===== src/ststs_pkg.sv =====
package ststs_pkg;

	localparam int KEY_W = 64;

	// Action codes.
	localparam logic [3:0] ACT_INSERT   = 4'd0;
	localparam logic [3:0] ACT_REMOVE   = 4'd1;
	localparam logic [3:0] ACT_CONTAINS = 4'd2;
	localparam logic [3:0] ACT_SUCC     = 4'd3;
	localparam logic [3:0] ACT_PRED     = 4'd4;
	localparam logic [3:0] ACT_RANK     = 4'd5;
	localparam logic [3:0] ACT_FIRST    = 4'd6;
	localparam logic [3:0] ACT_LAST     = 4'd7;
	localparam logic [3:0] ACT_RIDX     = 4'd8;
	localparam logic [3:0] ACT_RKEYS    = 4'd9;

	// Status codes.
	localparam logic [1:0] ST_OK   = 2'd0;
	localparam logic [1:0] ST_MISS = 2'd1;
	localparam logic [1:0] ST_FULL = 2'd2;

	// Most entries emitted by one range read.
	localparam int MAX_RESULTS = 32;

	typedef struct packed {
		logic [3:0]              action;
		logic signed [KEY_W-1:0] key;
		logic signed [KEY_W-1:0] end_key;
		logic [5:0]              start_index;
		logic [5:0]              end_index;
	} req_t;

	typedef struct packed {
		logic [1:0]              status;
		logic signed [KEY_W-1:0] value;
		logic [4:0]              position;
		logic [5:0]              count;
		logic                    last_item;
	} rsp_t;

endpackage


===== src/ststs_ram.sv =====
module ststs_ram #(
	parameter int DEPTH = 32
) (
	input  logic                             clk,
	input  logic                             wr_en,
	input  logic [$clog2(DEPTH)-1:0]         wr_addr,
	input  logic [ststs_pkg::KEY_W-1:0]      wr_data,
	input  logic                             rd_en,
	input  logic [$clog2(DEPTH)-1:0]         rd_addr,
	output logic [ststs_pkg::KEY_W-1:0]      rd_data
);

	logic [ststs_pkg::KEY_W-1:0] mem_q [DEPTH];

	// One write port.
	always_ff @(posedge clk) begin
		if (wr_en) begin
			mem_q[wr_addr] <= wr_data;
		end
	end

	// One registered read port.
	always_ff @(posedge clk) begin
		if (rd_en) begin
			rd_data <= mem_q[rd_addr];
		end
	end

endmodule


===== src/sorted_timestamp_set_unit.sv =====
// Sorted set of up to CAPACITY distinct signed 64-bit timestamps kept in one memory.
// Each item first runs a binary search of up to P = ceil(log2(count+1)) probes;
// each probe reads, then compares; a memory read adds the read-and-emit stage.
// Insert/remove read and write each shifted entry; range reads emit one entry per cycle,
// and range by keys runs two searches. One item at a time: busy holds until the last result.
// The receiver cannot stall. Reset clears the entry count and control state, not the memory.
module sorted_timestamp_set_unit #(
	parameter int CAPACITY = 32
) (
	input  logic              clk,
	input  logic              arst_n,
	input  logic              start,
	input  ststs_pkg::req_t   request,
	output logic              busy,
	output logic              result_valid,
	output ststs_pkg::rsp_t   result
);

	localparam int AW = $clog2(CAPACITY);
	localparam int CW = $clog2(CAPACITY + 1);
	localparam int EW = (CW > 6) ? CW : 6;

	typedef enum logic [9:0] {
		S_IDLE   = 10'b0000000001,
		S_SRD    = 10'b0000000010,
		S_SCMP   = 10'b0000000100,
		S_DISP   = 10'b0000001000,
		S_INS_RD = 10'b0000010000,
		S_INS_WR = 10'b0000100000,
		S_REM_RD = 10'b0001000000,
		S_REM_WR = 10'b0010000000,
		S_RANGE  = 10'b0100000000,
		S_SPARE  = 10'b1000000000
	} state_t;

	state_t          state_q;
	ststs_pkg::req_t req_q;
	logic [CW-1:0]   count_q;
	logic [CW-1:0]   lo_q;
	logic [CW-1:0]   hi_q;
	logic [CW-1:0]   mid_q;
	logic            found_q;
	logic            pass_q;
	logic [EW-1:0]   rs_q;
	logic [EW-1:0]   re_q;
	logic [CW-1:0]   i_q;
	logic [CW-1:0]   stop_q;
	logic [5:0]      n_q;

	logic            pend_s1;
	logic [CW-1:0]   pos_s1;
	logic            last_s1;

	logic            out_v_q;
	ststs_pkg::rsp_t out_q;

	logic                          wr_en;
	logic [AW-1:0]                 wr_addr;
	logic [ststs_pkg::KEY_W-1:0]   wr_data;
	logic                          rd_en;
	logic [AW-1:0]                 rd_addr;
	logic [ststs_pkg::KEY_W-1:0]   rd_data;

	logic [CW:0]                   mid_sum;
	logic [CW-1:0]                 mid;
	logic signed [ststs_pkg::KEY_W-1:0] skey;
	logic [CW-1:0]                 succ_j;
	logic [EW-1:0]                 cnt_e;
	logic [EW-1:0]                 rs_c;
	logic [EW-1:0]                 re_c;
	logic                          range_last;

	ststs_ram #(.DEPTH(CAPACITY)) u_ram (
		.clk     (clk),
		.wr_en   (wr_en),
		.wr_addr (wr_addr),
		.wr_data (wr_data),
		.rd_en   (rd_en),
		.rd_addr (rd_addr),
		.rd_data (rd_data)
	);

	// Search midpoint, successor rank and clamped range bounds.
	always_comb begin
		mid_sum    = {1'b0, lo_q} + {1'b0, hi_q};
		mid        = mid_sum[CW:1];
		skey       = pass_q ? req_q.end_key : req_q.key;
		succ_j     = found_q ? lo_q + CW'(1) : lo_q;
		cnt_e      = EW'(count_q);
		rs_c       = (rs_q > cnt_e) ? cnt_e : rs_q;
		re_c       = (re_q > cnt_e) ? cnt_e : re_q;
		range_last = (i_q == stop_q) || (n_q == 6'(ststs_pkg::MAX_RESULTS - 1));
	end

	// Memory port control.
	always_comb begin
		rd_en   = 1'b0;
		rd_addr = '0;
		wr_en   = 1'b0;
		wr_addr = '0;
		wr_data = rd_data;
		unique case (state_q)
			S_SRD: begin
				rd_en   = lo_q < hi_q;
				rd_addr = mid[AW-1:0];
			end
			S_INS_RD: begin
				if (i_q > lo_q) begin
					rd_en   = 1'b1;
					rd_addr = AW'(i_q - CW'(1));
				end else begin
					wr_en   = 1'b1;
					wr_addr = lo_q[AW-1:0];
					wr_data = req_q.key;
				end
			end
			S_INS_WR: begin
				wr_en   = 1'b1;
				wr_addr = i_q[AW-1:0];
			end
			S_REM_RD: begin
				rd_en   = (i_q + CW'(1)) < count_q;
				rd_addr = AW'(i_q + CW'(1));
			end
			S_REM_WR: begin
				wr_en   = 1'b1;
				wr_addr = i_q[AW-1:0];
			end
			S_DISP: begin
				case (req_q.action)
					ststs_pkg::ACT_SUCC: begin
						rd_en   = succ_j < count_q;
						rd_addr = succ_j[AW-1:0];
					end
					ststs_pkg::ACT_PRED: begin
						rd_en   = lo_q != '0;
						rd_addr = AW'(lo_q - CW'(1));
					end
					ststs_pkg::ACT_FIRST: begin
						rd_en   = count_q != '0;
						rd_addr = '0;
					end
					ststs_pkg::ACT_LAST: begin
						rd_en   = count_q != '0;
						rd_addr = AW'(count_q - CW'(1));
					end
					default: ;
				endcase
			end
			S_RANGE: begin
				rd_en   = 1'b1;
				rd_addr = i_q[AW-1:0];
			end
			default: ;
		endcase
	end

	// Sequencer: search, then the action.
	always_ff @(posedge clk or negedge arst_n) begin
		if (!arst_n) begin
			state_q <= S_IDLE;
			count_q <= '0;
			pend_s1 <= 1'b0;
			out_v_q <= 1'b0;
		end else begin
			out_v_q <= 1'b0;
			pend_s1 <= 1'b0;

			// Read-and-emit stage: memory data becomes a result.
			if (pend_s1) begin
				out_v_q            <= 1'b1;
				out_q.status       <= ststs_pkg::ST_OK;
				out_q.value        <= rd_data;
				out_q.position     <= 5'(pos_s1);
				out_q.count        <= 6'(count_q);
				out_q.last_item    <= last_s1;
			end

			unique case (state_q)
				S_IDLE: begin
					if (start && !busy) begin
						req_q   <= request;
						lo_q    <= '0;
						hi_q    <= count_q;
						found_q <= 1'b0;
						pass_q  <= 1'b0;
						state_q <= S_SRD;
					end
				end
				S_SRD: begin
					if (lo_q < hi_q) begin
						mid_q   <= mid;
						state_q <= S_SCMP;
					end else if (!pass_q) begin
						if (req_q.action == ststs_pkg::ACT_RKEYS) begin
							rs_q    <= found_q ? EW'(lo_q) : '0;
							pass_q  <= 1'b1;
							lo_q    <= '0;
							hi_q    <= count_q;
							found_q <= 1'b0;
						end else begin
							rs_q    <= EW'(req_q.start_index);
							re_q    <= EW'(req_q.end_index);
							state_q <= S_DISP;
						end
					end else begin
						re_q    <= found_q ? EW'(lo_q) : '0;
						state_q <= S_DISP;
					end
				end
				S_SCMP: begin
					if ($signed(rd_data) < skey) begin
						lo_q <= mid_q + CW'(1);
					end else begin
						hi_q <= mid_q;
					end
					if ($signed(rd_data) == skey) begin
						found_q <= 1'b1;
					end
					state_q <= S_SRD;
				end
				S_DISP: begin
					state_q         <= S_IDLE;
					out_q.value     <= req_q.key;
					out_q.count     <= 6'(count_q);
					out_q.last_item <= 1'b1;
					out_q.position  <= '0;
					out_q.status    <= ststs_pkg::ST_MISS;
					case (req_q.action) inside
						ststs_pkg::ACT_INSERT: begin
							if (found_q) begin
								out_v_q        <= 1'b1;
								out_q.status   <= ststs_pkg::ST_OK;
								out_q.position <= 5'(lo_q);
							end else if (count_q == CW'(CAPACITY)) begin
								out_v_q      <= 1'b1;
								out_q.status <= ststs_pkg::ST_FULL;
							end else begin
								i_q     <= count_q;
								state_q <= S_INS_RD;
							end
						end
						ststs_pkg::ACT_REMOVE: begin
							if (found_q) begin
								i_q     <= lo_q;
								state_q <= S_REM_RD;
							end else begin
								out_v_q <= 1'b1;
							end
						end
						ststs_pkg::ACT_CONTAINS, ststs_pkg::ACT_RANK: begin
							out_v_q <= 1'b1;
							if (found_q) begin
								out_q.status   <= ststs_pkg::ST_OK;
								out_q.position <= 5'(lo_q);
							end
						end
						ststs_pkg::ACT_SUCC: begin
							pos_s1  <= succ_j;
							last_s1 <= 1'b1;
							if (succ_j < count_q) begin
								pend_s1 <= 1'b1;
							end else begin
								out_v_q     <= 1'b1;
								out_q.value <= '0;
							end
						end
						ststs_pkg::ACT_PRED: begin
							pos_s1  <= lo_q - CW'(1);
							last_s1 <= 1'b1;
							if (lo_q != '0) begin
								pend_s1 <= 1'b1;
							end else begin
								out_v_q     <= 1'b1;
								out_q.value <= '0;
							end
						end
						ststs_pkg::ACT_FIRST, ststs_pkg::ACT_LAST: begin
							pos_s1  <= (req_q.action == ststs_pkg::ACT_LAST) ?
								count_q - CW'(1) : '0;
							last_s1 <= 1'b1;
							if (count_q != '0) begin
								pend_s1 <= 1'b1;
							end else begin
								out_v_q     <= 1'b1;
								out_q.value <= '0;
							end
						end
						ststs_pkg::ACT_RIDX, ststs_pkg::ACT_RKEYS: begin
							if (rs_c < re_c) begin
								i_q     <= CW'(rs_c);
								stop_q  <= (re_c < cnt_e) ? CW'(re_c) : count_q - CW'(1);
								n_q     <= '0;
								state_q <= S_RANGE;
							end else begin
								out_v_q     <= 1'b1;
								out_q.value <= '0;
							end
						end
						default: begin
							out_v_q     <= 1'b1;
							out_q.value <= '0;
						end
					endcase
				end
				S_INS_RD: begin
					if (i_q > lo_q) begin
						state_q <= S_INS_WR;
					end else begin
						count_q         <= count_q + CW'(1);
						out_v_q         <= 1'b1;
						out_q.status    <= ststs_pkg::ST_OK;
						out_q.value     <= req_q.key;
						out_q.position  <= 5'(lo_q);
						out_q.count     <= 6'(count_q + CW'(1));
						out_q.last_item <= 1'b1;
						state_q         <= S_IDLE;
					end
				end
				S_INS_WR: begin
					i_q     <= i_q - CW'(1);
					state_q <= S_INS_RD;
				end
				S_REM_RD: begin
					if ((i_q + CW'(1)) < count_q) begin
						state_q <= S_REM_WR;
					end else begin
						count_q         <= count_q - CW'(1);
						out_v_q         <= 1'b1;
						out_q.status    <= ststs_pkg::ST_OK;
						out_q.value     <= req_q.key;
						out_q.position  <= 5'(lo_q);
						out_q.count     <= 6'(count_q - CW'(1));
						out_q.last_item <= 1'b1;
						state_q         <= S_IDLE;
					end
				end
				S_REM_WR: begin
					i_q     <= i_q + CW'(1);
					state_q <= S_REM_RD;
				end
				S_RANGE: begin
					pend_s1 <= 1'b1;
					pos_s1  <= i_q;
					last_s1 <= range_last;
					i_q     <= i_q + CW'(1);
					n_q     <= n_q + 6'd1;
					if (range_last) begin
						state_q <= S_IDLE;
					end
				end
				default: begin
					state_q <= S_IDLE;
				end
			endcase
		end
	end

	assign busy         = (state_q != S_IDLE) || pend_s1;
	assign result_valid = out_v_q;
	assign result       = out_q;

endmodule

===== config.mk =====
export PLATFORM = sky130hd
export DESIGN_NAME = sorted_timestamp_set_unit
export DESIGN_NICKNAME = d
export VERILOG_FILES = /design/src/ststs_pkg.sv /design/src/ststs_ram.sv /design/src/sorted_timestamp_set_unit.sv
export SDC_FILE = /design/constraint.sdc
export NUM_CORES = 2
export LEC_CHECK = 0
export BUFFER_PORTS_ARGS = -buffer_cell sky130_fd_sc_hd__clkbuf_2
export CAP_MARGIN = 20
export CORE_MARGIN = 2
export CORE_UTILIZATION = 60
export CTS_CLUSTER_SIZE = 20
export DETAILED_ROUTE_END_ITERATION = 7
export PLACE_DENSITY_LB_ADDON = 0.05
export SLEW_MARGIN = 40
export SYNTH_ARGS = -nofsm -noshare
export SYNTH_HDL_FRONTEND = slang
export SYNTH_SLANG_ARGS = --single-unit

===== constraint.sdc =====
create_clock -name clk -period 7.4 [get_ports clk]
set_clock_uncertainty 0.05 [all_clocks]
set_input_delay 1.11 -clock clk [delete_from_list [all_inputs] [get_ports clk]]
set_output_delay 1.11 -clock clk [all_outputs]
set_load 0.02 [all_outputs]

# [Word-level counts from Yosys, hierarchy flattened]
# Memories as Yosys holds them, arrays and structs flattened. A register that Yosys moved wholly into a read port is not among the register bits.
# Index checks and enable logic that the tools add are counted.
[word_totals] n_memories=1 input_bits=147 register_bits=296 ram_bits=2048 elab_cells=293
[memory_table] memory="u_ram.mem_q" depth=32 width=64 read_ports=1 rd_ports_with_merged_regs=1 write_ports=1 line_no="ststs_ram.sv:13" text="logic [ststs_pkg::KEY_W-1:0] mem_q [DEPTH];"
[classes] add_sub_neg=9 mux=156 eq_ne=53 n_bitwise=8 order_cmp=9 reduce_logical=31
[op_table] op="$mux W64" n=14
[op_table] op="$mux W6" n=40
[op_table] op="$mux W78" n=3
[op_table] op="$pmux W78 S3" n=1
[op_table] op="$mux W10" n=11
[op_table] op="$pmux W10 S9" n=1
[op_table] op="$mux W5" n=15
[op_table] op="$eq A64 B64 Y1" n=1
[op_table] op="$lt A64 B64 Y1" n=1
[op_table] op="$pmux W6 S3" n=3
[op_table] op="$mux W1" n=47
[op_table] op="$ne A2 B2 Y1 const B" n=18
[op_table] op="$ne A4 B4 Y1 const B" n=8
[op_table] op="$add A6 B1 Y6 const B" n=5
[op_table] op="$lt A6 B6 Y1" n=5
[op_table] op="$pmux W5 S5" n=1
[op_table] op="$pmux W6 S2" n=2
[op_table] op="$reduce_and A7 Y1" n=3
[op_table] op="$pmux W5 S2" n=2
[op_table] op="$reduce_and A10 Y1" n=2
[op_table] op="$gt A6 B6 Y1" n=3
[op_table] op="$mux W9" n=2
[op_table] op="$eq A4 B3 Y1 const B" n=4
[op_table] op="$pmux W5 S3" n=1
[op_table] op="other kinds (41)" n=73

# [Depth between registers and ports, before layout]
[logic_depth] depth_word=12 depth_mapped=17

# [Modules after synthesis]
# From an unflattened synthesis, not the netlist that was laid out.
[hier_totals] cells_unflattened=4635 hier_area_um2=96610.2
[modules_own_cells] mod="ststs_ram" seq_area_each_um2=63420.8 area_each_um2=79621.4 instances=1 cells_per_inst=3097
[modules_own_cells] mod="sorted_timestamp_set_unit" seq_area_each_um2=8774.7 area_each_um2=16988.8 instances=1 cells_per_inst=1538

# [Worst setup path after synthesis]
# Ideal clock, no wire load.
[synth_path] path_kind="flip-flop to flip-flop" from="register state_q[3]" to="memory u_ram.mem_q[28][0] (netlist bit), enable pin" slack_ns=1.254 arrival_time_ns=5.610 synth_period_minus_slack_ns=6.146 path_stages_with_launch=13 t_required_ns=6.864 path_cell_list="dfrtp_1 -> buf_6 -> or4_1 -> buf_4 -> nor4_1 -> or2_2 -> clkbuf_1 -> and2_1 -> o21ai_0 -> o21ai_0 -> a22oi_1 -> or2_2 -> nor2_1"
[synth_via] elab_chain_cells=5 word_cells_on_any_way=8 cone_classes="3 x eq/ne; 4 x mux; 1 x reduce/logical"
[synth_rtl] element="from (decl)" line_no="sorted_timestamp_set_unit.sv:36" text="state_t state_q;"
[synth_rtl] element="from (signal assigned)" line_no="sorted_timestamp_set_unit.sv:161" text="state_q <= S_IDLE;"
[synth_rtl] element="from (signal assigned)" line_no="sorted_timestamp_set_unit.sv:187" text="state_q <= S_SRD;"
[synth_rtl] element="from (signal assigned)" line_no="sorted_timestamp_set_unit.sv:193" text="state_q <= S_SCMP;"
[synth_rtl] element="$eq A10 B8 Y1 / $eq A10 B6 Y1 (equally long branches)" line_no="sorted_timestamp_set_unit.sv:102" text="unique case (state_q)"
[synth_rtl] element="$reduce_or A2 Y1 (no line)"
[synth_rtl] element="$pmux W1 S2" line_no="sorted_timestamp_set_unit.sv:102"
[synth_rtl] element="$mux W1" line_no="ststs_ram.sv:17" text="if (wr_en) begin"
[synth_rtl] element="$mux W1 (not written as such)" line_no="ststs_ram.sv:18" text="mem_q[wr_addr] <= wr_data;"
[synth_rtl] element="to (decl)" line_no="ststs_ram.sv:13"
# Parallel ways exist; a longest one is shown, timed or not.

# [Final worst setup path]
[layout_path] from="register lo_q[0]" to="register u_ram.rd_data[41] (netlist bit), read port of u_ram.mem_q, enable pin"
[layout_via] elab_chain_cells=5 word_cells_on_any_way=14 cone_classes="3 x add/sub; 3 x order compare; 7 x mux; 1 x reduce/logical"
[layout_rtl] element="from (decl)" line_no="sorted_timestamp_set_unit.sv:39" text="logic [CW-1:0] lo_q;"
[layout_rtl] element="from (signal assigned)" line_no="sorted_timestamp_set_unit.sv:213" text="lo_q <= mid_q + CW'(1);"
[layout_rtl] element="$add A6 B1 Y6" line_no="sorted_timestamp_set_unit.sv:88" text="succ_j = found_q ? lo_q + CW'(1) : lo_q;"
[layout_rtl] element="$mux W6" line_no="sorted_timestamp_set_unit.sv:88"
[layout_rtl] element="$lt A6 B6 Y1" line_no="sorted_timestamp_set_unit.sv:132" text="rd_en = succ_j < count_q;"
[layout_rtl] element="$pmux W1 S3" line_no="sorted_timestamp_set_unit.sv:130" text="case (req_q.action)"
[layout_rtl] element="$pmux W1 S5 *" line_no="sorted_timestamp_set_unit.sv:102"
[layout_rtl] element="via rd_en" line_no="sorted_timestamp_set_unit.sv:60" text="logic rd_en;"
[layout_rtl] element="to (decl)" line_no="ststs_ram.sv:10" text="output logic [ststs_pkg::KEY_W-1:0] rd_data"
# The timed path passes the listed nets; every way through them passes the cells marked *.
# A chain may end at the register's enable or synchronous reset.

==> metrics.csv <==
metric;value;unit
Req. time, crit path;7830;ps
core region area;166700;um^2
Syn. warnings;0;
Max-Cap Viols;0;
Yosys top cell area share;0.7152;
max_slew headroom;0.3874;
Total Power;0.03411;W
most used flip-flop cell after synthesis;edfxtp_1;
Die Ht;413.0;um
Post-DP Area;105100;um^2
Avg Synthesized Cell Area;16.41;um^2
Pwr Density;303.0;nW/um^2
post-DR wirelength/cell;32.43;um
Final Util;0.6754;
Yosys cell types;94;
Worst Tran Pin Value;918.9;ps
initial antenna violation count;4;
DIE WIDTH;413.0;um
FP Rows;150;
hpwl dp;160.9;mm
first-pass GRT wire length;404.0;mm
RSZ-0062 raised after global routing;false;
Fmax;181.0;MHz
mux cell area share after synthesis;0.1288;
worst endpoint data arrival time;5960;ps
vias per inst;6.578;
GRT Residual Overflow;0;
placed insts;8371;
wl on met1;116.2;mm
number of enable flip-flop cells after synthesis;2390;
post-route design area;112600;um^2
worst skew pair latency;880;ps
vias post-DR;57970;
register area share after synthesis;0.7194;
vias in the first global route;55800;
Starting Density;0.6021;
final WL;285.8;mm
Min-Delay Path Class;input port to asynchronous set/reset pin;
WL met2;133.3;mm
async set-reset flop share out of synthesis;0.007063;
# DRC;0;
Layout fillers;11210;
count leader, synth;edfxtp_1;
post-synthesis xor/xnor area fraction;0.003055;
CTS Root Cell;clkbuf_16;
Peak VDD IR;0.2661;mV
clock sink total;2407;
final hold violation count;0;
final worst-path cycle share;0.7468;
total CTS buffers;235;
Cells after Synth;6115;
crit path launch type;flip-flop;
Post-Synth Adder-Cell Area;0.01539;
Final Non-Filler Cells;8812;
area growth from synthesis to layout;12.16;%
syn nets;6384;
total track usage;0.3344;
Final nets;6680;
port bufs;226;
met3 WL;26.75;mm
most frequent CP cell;o21ai_0;
synth cell count leaders;edfxtp_1 (2390), mux2i_1 (1125), nand2_1 (594), nor2_1 (170), clkbuf_1 (169);
H-tree depth;4;
leakage power total;38.74;nW
DR top layer;met5;
Worst Setup End Kind;flip-flop;
Boundary Pins;227;
simple-gate share of the synthesized area;0.05242;
Die Area;170500;um^2
post-route ant nets;0;
slowest CP cell;or4_4;
CTS tree;done;
Sw Ratio;0.2833;
Sw Pwr;0.009665;W
fin crit period;5526;ps
largest net degree at the start of global routing;141;
sequential share of power;0.478;
DRT iter0 DRCs;7756;
DRT Pass-1 Iters;5;
hold buffers post-CTS;0;
register bit total from synthesis;2407;
Crit Path Category;flip-flop to flip-flop;
clock power share;0.331;
Synth Cell Area;100400;um^2
CP cell instances;inv_1 > ha_1 > nand2_1 > o21ai_0 > ha_1 > a21o_1 > a21o_1 > a211oi_1 > o21ai_0 > and2_1 > o21ai_0 > or4_4 > buf_4;
layout cells sized above 1;0.1554;
main combinational cell family by area after synthesis;multiplexers;
Worst-path clk slew;70;ps
post-cts resize count;0;
worst-path fanout max;30;
cell taking the most area after synthesis;edfxtp_1;
Compound-Gate Fraction of Synth Area;0.06148;
CP peak stage delay;780;ps
Max clock buf depth;3;
outcome;finished, final reports clean;
setup repair bufs after CTS;0;
Gate power share;0.191;
setup TNS;0;ps
Pint;0.02444;W
final setup vio count;0;
Synth area leaders;edfxtp_1 (72%), mux2i_1 (11%), nand2_1 (2.2%), ha_1 (1.5%), mux4_2 (1.3%);
GP Congestion;0.9099;
pins over their slew limit;0;
==> worst paths after layout <==
path,slack (ps),from,cells after the start,to
max,1870,lo_q[0],13,u_ram.rd_data[41]
min,210,arst_n,1,cnt_e[4]
max reg2reg,1870,lo_q[0],13,u_ram.rd_data[41]
min reg2reg,490,req_q[9],2,rs_q[3]
max in group asynchronous,6590,arst_n,1,pend_s1
min in group clk,360,request[81],1,req_q[81]
==> power groups by stage <==
| stage | Combinational, W | Sequential [W] | Clock, W |
|---|---|---|---|
| finish | 0.00651 | 0.0163 | 0.0113 |
| global route | 0.00690 | 0.0163 | 0.0119 |
| CTS | 0.00641 | 0.0163 | 0.0114 |
| detailed placement | 0.00639 | 0.0166 | 0 |
| global placement | 0.00626 | 0.0166 | 0 |
| floorplan | 0.00435 | 0.0164 | 0 |
==> layout make-up <==
cell class | instances | area [um^2] | share of cell area
repair buffers | 405 | 3318 | 0.02948
diodes | 1 | 2.502 | 0.00002223
flip-flops and latches | 2407 | 72200 | 0.6415
well taps | 2204 | 2758 | 0.02450
inverters | 47 | 176.4 | 0.001567
clock inverters | 140 | 1035 | 0.009193
multi-input cells | 3315 | 26900 | 0.2390
clock buffers | 293 | 6162 | 0.05475
==> placed cells by master (no fill, tap or decap), types with 36 or more instances in the layout <==
| master | n |
|---|---|
| edfxtp_1 | 2390 |
| clkinv_2 | 42 |
| buf_12 | 44 |
| o21ai_0 | 99 |
| and3_1 | 91 |
| o22ai_1 | 73 |
| nand2_2 | 63 |
| ha_1 | 121 |
| nand3_1 | 102 |
| clkbuf_1 | 55 |
| clkinv_1 | 67 |
| a21oi_1 | 74 |
| a311o_1 | 61 |
| nor2_1 | 134 |
| clkbuf_16 | 238 |
| a22oi_1 | 141 |
| mux4_2 | 60 |
| o2bb2ai_1 | 65 |
| and2_1 | 41 |
| inv_1 | 45 |
| buf_4 | 105 |
| clkbuf_2 | 225 |
| nor2_4 | 36 |
| mux2i_1 | 1122 |
| nand2_1 | 527 |
| a211oi_2 | 45 |
==> state kept, by name, summed over array words and instances, names as in the netlist, 9 cells and up <==
name           count
req_q            144
u_ram.mem_q     2048
u_ram.rd_data     64
result            78
state_q            9
==> through the flow <==
step / setup WS (ps) / hold slack [ps]
after floorplan: 1254 / 446.3
after global placement: 1900 / 463.9
after detailed placement: 2106 / 463.6
after CTS: 2047 / 166.5
after global routing: 1835 / 214.9
final: 1874 / 206.8
==> worst max-delay path, delay by kind of cell (launching register included) <==
family	cells	cell delay, ps
AO/OA/AOI/OAI	6	1530
adder cells (fa/ha/maj)	2	740
buffers and inverters	2	830
flip-flops	1	760
AND/OR/NAND/NOR	3	1120
==> cell families after synthesis <==
| logic type | count (synthesis) |
|---|---|
| compound gates | 791 |
| xor+xnor | 35 |
| fa+ha+maj | 123 |
| buf+inv | 393 |
| flops | 2407 |
| mux | 1213 |
| simple gates | 1153 |
==> layer usage <==
layer / vias up / GRT usage
met5: - / 0
met4: 2 / 0.1043
met3: 531 / 0.05736
met2: 3107 / 0.5204
met1: 29630 / 0.4873
li1: 24690 / -
No activity file was read; power rests on OpenSTA's default activity.
